`src/hdl/sorted_priority_queue_macros.svh`:
```
// ----------------------------------------------------------------------------
// Sorted priority queue assertion macros
// Clocked, reset-aware assertion helpers shared by the queue RTL.
// ----------------------------------------------------------------------------
`ifndef SORTED_PRIORITY_QUEUE_MACROS_SVH
`define SORTED_PRIORITY_QUEUE_MACROS_SVH

`ifndef NO_ASSERTIONS
// check that an expression holds at every clock edge out of reset
`define SPQ_ASSERT(lbl, expr, msg) \
  lbl: assert property (@(posedge clk_i) disable iff (!rst_ni) (expr)) else $error(msg);
// check that a condition in one cycle implies a result in the next
`define SPQ_ASSERT_NEXT(lbl, ante, cons, msg) \
  lbl: assert property (@(posedge clk_i) disable iff (!rst_ni) (ante) |=> (cons)) \
    else $error(msg);
`else
`define SPQ_ASSERT(lbl, expr, msg)
`define SPQ_ASSERT_NEXT(lbl, ante, cons, msg)
`endif

`endif

```
`src/hdl/spq_pkg.sv`:
```
// ----------------------------------------------------------------------------
// Sorted priority queue package
// Shared widths, codes and the command word broadcast to every queue cell.
// ----------------------------------------------------------------------------
`default_nettype none

package spq_pkg;

  // default sizes
  localparam int unsigned DepthDefault     = 16;
  localparam int unsigned DataWidthDefault = 32;

  // fixed field widths
  localparam int unsigned ValueWidth  = 32;
  localparam int unsigned PrioWidth   = 16;
  localparam int unsigned StatusWidth = 2;
  localparam int unsigned FillWidth   = 5;

  typedef enum logic {
    ActInsert = 1'b0,
    ActRemove = 1'b1
  } spq_action_e;

  typedef enum logic [StatusWidth-1:0] {
    StatusOk    = 2'd0,
    StatusEmpty = 2'd1,
    StatusFull  = 2'd2
  } spq_status_e;

  // command seen by all cells in one cycle
  typedef struct packed {
    logic                        ins;
    logic                        rem;
    logic signed [PrioWidth-1:0] prio;
  } spq_cmd_t;

endpackage

`default_nettype wire

```
`src/hdl/spq_cell.sv`:
```
// ----------------------------------------------------------------------------
// Sorted priority queue cell
// One slot of the sorted chain: keeps, loads the new entry, or shifts from
// a neighbor, deciding on insert from its own compare and its left neighbor's.
// ----------------------------------------------------------------------------
`default_nettype none

module spq_cell #(
  parameter int unsigned DATA_WIDTH = spq_pkg::DataWidthDefault
) (
  input  wire                                    clk_i,
  input  wire                                    rst_ni,
  input  spq_pkg::spq_cmd_t                      cmd_i,
  input  wire [DATA_WIDTH-1:0]                   new_value_i,
  input  wire                                    left_valid_i,
  input  wire                                    left_keep_i,
  input  wire [DATA_WIDTH-1:0]                   left_value_i,
  input  wire signed [spq_pkg::PrioWidth-1:0]    left_prio_i,
  input  wire                                    right_valid_i,
  input  wire [DATA_WIDTH-1:0]                   right_value_i,
  input  wire signed [spq_pkg::PrioWidth-1:0]    right_prio_i,
  output logic                                   valid_o,
  output logic                                   keep_o,
  output logic [DATA_WIDTH-1:0]                  value_o,
  output logic signed [spq_pkg::PrioWidth-1:0]   prio_o
);

  logic                                 valid_q, valid_d;
  logic [DATA_WIDTH-1:0]                value_q, value_d;
  logic signed [spq_pkg::PrioWidth-1:0] prio_q, prio_d;
  logic                                 keep;

  // entry stays in place on insert when it is not above the new priority
  assign keep = valid_q && ($signed(prio_q) <= $signed(cmd_i.prio));

  // choose next slot contents
  always_comb begin
    valid_d = valid_q;
    value_d = value_q;
    prio_d  = prio_q;
    if (cmd_i.ins) begin
      valid_d = valid_q | left_valid_i;
      if (!keep) begin
        if (left_keep_i) begin
          value_d = new_value_i;
          prio_d  = cmd_i.prio;
        end else begin
          value_d = left_value_i;
          prio_d  = left_prio_i;
        end
      end
    end else if (cmd_i.rem) begin
      valid_d = right_valid_i;
      value_d = right_value_i;
      prio_d  = right_prio_i;
    end
  end

  // hold slot occupancy
  always_ff @(posedge clk_i or negedge rst_ni) begin
    if (!rst_ni) begin
      valid_q <= 1'b0;
    end else begin
      valid_q <= valid_d;
    end
  end

  // hold slot payload
  always_ff @(posedge clk_i) begin
    value_q <= value_d;
    prio_q  <= prio_d;
  end

  assign valid_o = valid_q;
  assign keep_o  = keep;
  assign value_o = value_q;
  assign prio_o  = prio_q;

endmodule

`default_nettype wire

```
`src/hdl/sorted_priority_queue.sv`:
```
// ----------------------------------------------------------------------------
// Sorted priority queue
// Stable priority queue built as a chain of DEPTH compare-and-shift cells.
// ----------------------------------------------------------------------------
// The queue takes one word per clock cycle and returns one result word per
// input word, registered in the cycle after acceptance. Every cell compares its
// own priority with the incoming one in parallel and shifts by at most one
// slot, so an insert or a remove takes the same time no matter how
// full the queue is; input stalls only while the result register is held by
// a stalled output. Lowest priority leaves first; equal priorities leave in
// arrival order. An insert into a full queue is dropped with a full status.
`default_nettype none

`include "sorted_priority_queue_macros.svh"

module sorted_priority_queue #(
  parameter int unsigned DEPTH      = spq_pkg::DepthDefault,
  parameter int unsigned DATA_WIDTH = spq_pkg::DataWidthDefault
) (
  input  wire         clk_i,
  input  wire         rst_ni,
  input  wire         s_axis_tvalid,
  output logic        s_axis_tready,
  // [31:0] in_value, [47:32] in_priority
  input  wire  [47:0] s_axis_tdata,
  // [0] action
  input  wire         s_axis_tuser,
  output logic        m_axis_tvalid,
  input  wire         m_axis_tready,
  // [31:0] out_value, [47:32] out_priority, [49:48] status,
  // [54:50] fill_level, [55] zero
  output logic [55:0] m_axis_tdata
);

  localparam int unsigned CountWidth = $clog2(DEPTH + 1);
  localparam int unsigned PW         = spq_pkg::PrioWidth;

  logic                      in_accept;
  logic                      is_remove;
  logic                      full, empty;
  logic [CountWidth-1:0]     count_q, count_d;
  spq_pkg::spq_cmd_t         cmd;
  logic [DATA_WIDTH-1:0]     new_value;

  logic [DEPTH-1:0]          cell_valid;
  logic [DEPTH-1:0]          cell_keep;
  logic [DATA_WIDTH-1:0]     cell_value [DEPTH];
  logic signed [PW-1:0]      cell_prio  [DEPTH];

  logic                      out_valid_q;
  logic [spq_pkg::ValueWidth-1:0]  out_value_q, out_value_d;
  logic signed [PW-1:0]            out_prio_q, out_prio_d;
  spq_pkg::spq_status_e            out_status_q, out_status_d;
  logic [spq_pkg::FillWidth-1:0]   out_fill_q;

  // take a word when the result register is free or draining
  assign s_axis_tready = !out_valid_q || m_axis_tready;
  assign in_accept     = s_axis_tvalid && s_axis_tready;
  assign is_remove     = (s_axis_tuser == spq_pkg::ActRemove);

  assign full  = (count_q == CountWidth'(DEPTH));
  assign empty = (count_q == '0);

  // broadcast command to the chain
  assign cmd.ins   = in_accept && !is_remove && !full;
  assign cmd.rem   = in_accept && is_remove && !empty;
  assign cmd.prio  = s_axis_tdata[47:32];
  assign new_value = DATA_WIDTH'(s_axis_tdata[31:0]);

  // cell chain
  for (genvar i = 0; i < DEPTH; i++) begin : g_cell
    logic                  left_valid, left_keep, right_valid;
    logic [DATA_WIDTH-1:0] left_value, right_value;
    logic signed [PW-1:0]  left_prio, right_prio;

    if (i == 0) begin : g_head
      assign left_valid = 1'b1;
      assign left_keep  = 1'b1;
      assign left_value = '0;
      assign left_prio  = '0;
    end else begin : g_body
      assign left_valid = cell_valid[i-1];
      assign left_keep  = cell_keep[i-1];
      assign left_value = cell_value[i-1];
      assign left_prio  = cell_prio[i-1];
    end

    if (i == DEPTH - 1) begin : g_tail
      assign right_valid = 1'b0;
      assign right_value = '0;
      assign right_prio  = '0;
    end else begin : g_mid
      assign right_valid = cell_valid[i+1];
      assign right_value = cell_value[i+1];
      assign right_prio  = cell_prio[i+1];
    end

    spq_cell #(
      .DATA_WIDTH (DATA_WIDTH)
    ) u_cell (
      .clk_i         (clk_i),
      .rst_ni        (rst_ni),
      .cmd_i         (cmd),
      .new_value_i   (new_value),
      .left_valid_i  (left_valid),
      .left_keep_i   (left_keep),
      .left_value_i  (left_value),
      .left_prio_i   (left_prio),
      .right_valid_i (right_valid),
      .right_value_i (right_value),
      .right_prio_i  (right_prio),
      .valid_o       (cell_valid[i]),
      .keep_o        (cell_keep[i]),
      .value_o       (cell_value[i]),
      .prio_o        (cell_prio[i])
    );
  end

  // advance fill count
  always_comb begin
    count_d = count_q;
    if (cmd.ins) begin
      count_d = count_q + CountWidth'(1);
    end else if (cmd.rem) begin
      count_d = count_q - CountWidth'(1);
    end
  end

  // form result fields
  always_comb begin
    out_value_d  = '0;
    out_prio_d   = '0;
    out_status_d = spq_pkg::StatusOk;
    if (is_remove) begin
      if (empty) begin
        out_status_d = spq_pkg::StatusEmpty;
      end else begin
        out_value_d = spq_pkg::ValueWidth'(cell_value[0]);
        out_prio_d  = cell_prio[0];
      end
    end else if (full) begin
      out_status_d = spq_pkg::StatusFull;
    end
  end

  // hold control state
  always_ff @(posedge clk_i or negedge rst_ni) begin
    if (!rst_ni) begin
      count_q     <= '0;
      out_valid_q <= 1'b0;
    end else begin
      count_q <= count_d;
      if (in_accept) begin
        out_valid_q <= 1'b1;
      end else if (m_axis_tready) begin
        out_valid_q <= 1'b0;
      end
    end
  end

  // load result word on accept
  always_ff @(posedge clk_i) begin
    if (in_accept) begin
      out_value_q  <= out_value_d;
      out_prio_q   <= out_prio_d;
      out_status_q <= out_status_d;
      out_fill_q   <= spq_pkg::FillWidth'(count_d);
    end
  end

  assign m_axis_tvalid = out_valid_q;
  assign m_axis_tdata  = {1'b0, out_fill_q, out_status_q, out_prio_q, out_value_q};

  `SPQ_ASSERT(a_count_matches_cells, $countones(cell_valid) == 32'(count_q), "fill count disagrees with occupied cells")
  `SPQ_ASSERT(a_cells_packed, $onehot0(cell_valid ^ (cell_valid >> 1)), "occupied cells are not a contiguous head run")
  `SPQ_ASSERT(a_head_sorted, !cell_valid[1] || ($signed(cell_prio[0]) <= $signed(cell_prio[1])), "head cell out of order")
  `SPQ_ASSERT_NEXT(a_full_drop, in_accept && !is_remove && full, out_status_q == spq_pkg::StatusFull && count_q == CountWidth'(DEPTH), "insert on full queue not reported or not dropped")

endmodule

`default_nettype wire

```
`config.mk`:
```
export PLATFORM = sky130hd
export DESIGN_NAME = sorted_priority_queue
export DESIGN_NICKNAME = d
export VERILOG_FILES = /design/src/hdl/spq_pkg.sv /design/src/hdl/spq_cell.sv /design/src/hdl/sorted_priority_queue.sv
export VERILOG_INCLUDE_DIRS = /design/src /design/src/hdl
export SDC_FILE = /design/constraint.sdc
export NUM_CORES = 2
export LEC_CHECK = 0
export CORE_ASPECT_RATIO = 1.4
export CORE_MARGIN = 2
export CORE_UTILIZATION = 65
export CTS_BUF_LIST = sky130_fd_sc_hd__clkbuf_4 sky130_fd_sc_hd__clkbuf_8 sky130_fd_sc_hd__clkbuf_16
export CTS_CLUSTER_DIAMETER = 30
export DETAILED_ROUTE_END_ITERATION = 10
export DONT_BUFFER_PORTS = 1
export PLACE_DENSITY = 0.84
export SYNTH_ARGS = -nofsm -noshare
export SYNTH_HDL_FRONTEND = slang
export SYNTH_HIERARCHICAL = 1
export SYNTH_SLANG_ARGS = --single-unit
```
`constraint.sdc`:
```
create_clock -name clk_i -period 6.9 [get_ports clk_i]
set_input_delay 0.345 -clock clk_i [delete_from_list [all_inputs] [get_ports clk_i]]
set_output_delay 0.345 -clock clk_i [all_outputs]
set_load 0.02 [all_outputs]
```
Word-level counts from Yosys, hierarchy flattened
Cells that the tools add are included.

word-level totals
  register bits = 845
  bits of input ports = 53
  output and inout port bits = 58
  logic and storage cells = 316

operators by class
  $add $sub $neg = 2
  magnitude comparators = 16
  eq/ne operators = 17
  muxes and demuxes = 165
  bitwise gates (word level) = 16
  reduce and logical (&&, ||, !) cells = 46

operators with widths
  cell                 number
  $mux 32              63
  $mux 16              63
  $le 16x16->1         16
  $mux 1               35
  $ne 2x2->1 const B   16
  $reduce_and 2->1     16
  $logic_and 1x1->1    21
  $or 1x1->1           15
  $mux 5               2
  $add 5x1->5 const B  1
  $eq 5x5->1 const B   1
  $logic_not 5->1      1
  $sub 5x1->5 const B  1
  $logic_not 1->1      4
  $mux 2               2
  $reduce_bool 2->1    2
  $reduce_or 2->1      1
  $logic_or 1x1->1     1
  $not 1->1            1

Logic depth before layout (Yosys ltp)
  depth in word-level cells = 7
  gate-level depth with buffers = 12
  mapped depth without buffers = 9

Modules after synthesis
Netlist, hierarchy kept.

by module, submodules not included
  module                           times used  cells each  area each (sq um)  seq. area each (sq um)
  spq_cell (g_cell[0].u_cell ...)  8           282         2940.3             1466.4
  spq_cell (g_cell[2].u_cell ...)  8           276         2900.3             1466.4
  sorted_priority_queue            1           154         2396.0             1801.7

Worst setup path before layout
OpenSTA, ideal clock, no wires.

  kind = register -> register
  from = register count_q[0]
  to = register g_cell[0].u_cell.prio_q (netlist bit g_cell[0].u_cell/prio_o[0]) (enable)
  library setup time = 457 ps
  data arrival time = 4643 ps
  required time = 6443 ps
  slack = 1800 ps
  stages on the path, launching flop included = 9
  buffers on the path = 2
  period minus slack after synthesis = 5100 ps
  path through = dfrtp_1 -> inv_1 -> ha_1 -> nor3b_1 -> a2111oi_4 -> clkbuf_1 -> clkbuf_1 -> nand2_1 -> o31ai_2

RTL lines
  element                 line                          RTL
  start, declared         sorted_priority_queue.sv:41   logic [CountWidth-1:0] count_q, count_d;
  start signal, assigned  sorted_priority_queue.sv:152  count_q <= count_d;
  end signal, assigned    spq_cell.sv:71                prio_q <= prio_d;
  end, declared           spq_cell.sv:30                logic signed [spq_pkg::PrioWidth-1:0] prio_q, prio_d;

==> impl_results.md <==
- Run status: completed
- WS Path Type: register to register
- Die area: 77,800 sq um
- Final slew viol count: 0
- Setup Skew: 27.7 ps
- Logic gate share of total power: 25.8%
- Unrepaired setup endpoints after global routing: no
- Total core area: 75,000 sq um
- Wire length per cell: 20.1 microns
- Cells after Synth: 4,616
- Post-Syn Area: 49,100 sq um
- Synthesized area per cell: 10.6 sq um
- Nature of the critical path startpoint: register
- Die W: 236 microns
- Initial antenna violation count: 11
- Final wirelength: 116,000 microns
- CTS Sinks: 845
- Fmax: 238 MHz
- Final setup fails: 0
- Worst Path Required: 7320 ps
- Fin cells: 5,766
- GP Congestion: 0.860
- Max Root-Sink Buffers: 3
- CP Capture Type: register
- Htree depth: 4
- Pint: 13,900 uW
- Row cnt: 119
- Cts hold-fix bufs: 54
- Leak pwr: 0.0217 uW
- Synthesis-to-layout area growth: 13.0%
- Vias: 35,600
- Switching share of total power: 31.9%
- Initial Util: 65.4%
- Pre-antenna DRT Iters: 8
- Drt drc: 0
- Worst-Skew Late Latency: 740 ps
- Largest net degree at the start of global routing: 271
- Clock network fraction of total power: 35.3%
- Final Cycle Share: 60.9%
- Post-CTS setup buffers: 0
- TNS Setup: 0 ps
- Root buffer cell: clkbuf_16
- Synth warn: 6
- Slew @ Worst Pin: 1150 ps
- Total CTS buffers: 144
- Cell Area, Placed: 50,000 sq um
- Maximum VDD drop: 0.000233 V
- Share of cells above drive strength 1: 7.57%
- First-pass GRT wire length: 185,000 microns
- Die height: 329 microns
- WHS: 44.6 ps
- # IOs: 111
- CTS tree: yes
- Detailed placement HPWL: 70,900 microns
- Final Hold Fails: 0
- Post-CTS resize count: 0
- Arr. time, crit path: 4620 ps
- Hold WC Path Type: primary input to register
- Final Cell Area: 55,500 sq um
- Number of buffers added on ports: 0
- Relative slew slack: 23.4%
- Via density: 6.17
- Placed insts: 5,439
- Initial DRC count: 3,591
- Minimum clock period after layout: 4200 ps
- Antenna viol nets, final: 0
- Pwr/cell area: 368 nW/um^2
- NetSw: 6510 uW
- GRT Util Overall: 29.4%
- Max-cap violation count: 0
- Reg power frac: 39.0%
- Vias in the first global route: 35,000
- Crit-path max FO: 244
- Gr ovfl total: 0
- Nets: 4,982
- Clock transition at the registers of the reported paths: 50 ps
## registers in the layout, summed over array words and instances (netlist names)
signal and flops:
m_axis_tvalid 1, g_cell.u_cell/valid_o 16, out_value_q 32, count_q 5, out_prio_q 16, g_cell.u_cell/value_o 512, out_fill_q 5, g_cell.u_cell/prio_o 256
out_status_q 2
## metrics by stage
stage | utilization, % | setup WS, ps | total power, uW
after floorplan | - | 1800 | 11800
after global placement | 66.6 | 2970 | 12700
after detailed placement | 66.6 | 2830 | 13000
after CTS | 73.9 | 2790 | 20300
after global routing | 73.9 | 2440 | 21300
final | 73.9 | 2700 | 20400
## layer usage
layer,vias up,track usage [%],part of all wire (%)
met3,265,5.24,7.7
met4,14,11.3,3.0
met5,-,0,0.079
li1,16900,-,-
met1,16900,38.9,41
met2,1539,48.6,48
## power by group through the flow
| stage | Sequential (uW) | Combinational (uW) | Clock (uW) |
|---|---|---|---|
| 6_report | 7950 | 5260 | 7190 |
| 5_1_grt | 8070 | 5740 | 7460 |
| 4_1_cts | 7930 | 5170 | 7240 |
| 3_5_place_dp | 7980 | 5000 | 0 |
| 3_3_place_gp | 7930 | 4780 | 0 |
| 2_1_floorplan | 7780 | 4010 | 0 |
## final timing paths
kind | from | endpoint | slack (ps) | cells past startpoint
setup / recovery | count_q[0] | g_cell[14].u_cell/value_o[23] | 2700 | 8
hold / removal | s_axis_tdata[28] | g_cell[3].u_cell/value_o[28] | 40 | 2
setup reg to reg | count_q[0] | g_cell[14].u_cell/value_o[23] | 2700 | 8
hold reg to reg | g_cell[0].u_cell/value_o[2] | out_value_q[2] | 560 | 1
max in group asynchronous | rst_ni | g_cell[15].u_cell/valid_o | 6630 | 2
min in group asynchronous | rst_ni | m_axis_tvalid | 90 | 2
## cell usage in the layout, fill, tap and decap left out, types with 19 or more instances in the layout
cell,count
a21oi_1,864
nor2_1,843
edfxtp_1,823
mux2i_1,776
inv_1,308
ha_1,258
clkbuf_16,145
conb_1,100
dlygate4sd3_1,53
nand2_1,51
and2_1,48
nand3_1,33
a21o_1,32
buf_4,32
nor3_1,26
a211oi_1,26
nand4_1,24
clkinv_2,22
dfrtp_1,22
inv_6,20
clkinv_1,19
## layout make-up
type                       instances  area, sq um
clock inverter                   109         1170
clock buffer                     159         3740
antenna                            5         12.5
tap                              968         1210
sequential                       845        25300
fill                            4647        19600
inverter                         308         1160
multi-input combinational       3282        22000
timing repair buffer              90          871
## worst max-delay path: stages (launching register included)
cell and delay [ps]:
dfrtp_1 420, inv_1 60, ha_1 240, nor3b_1 190, a2111oi_4 450, buf_12 740, buf_4 720, buf_4 720
a21oi_1 170
No activity file was read; power rests on OpenSTA's default activity.
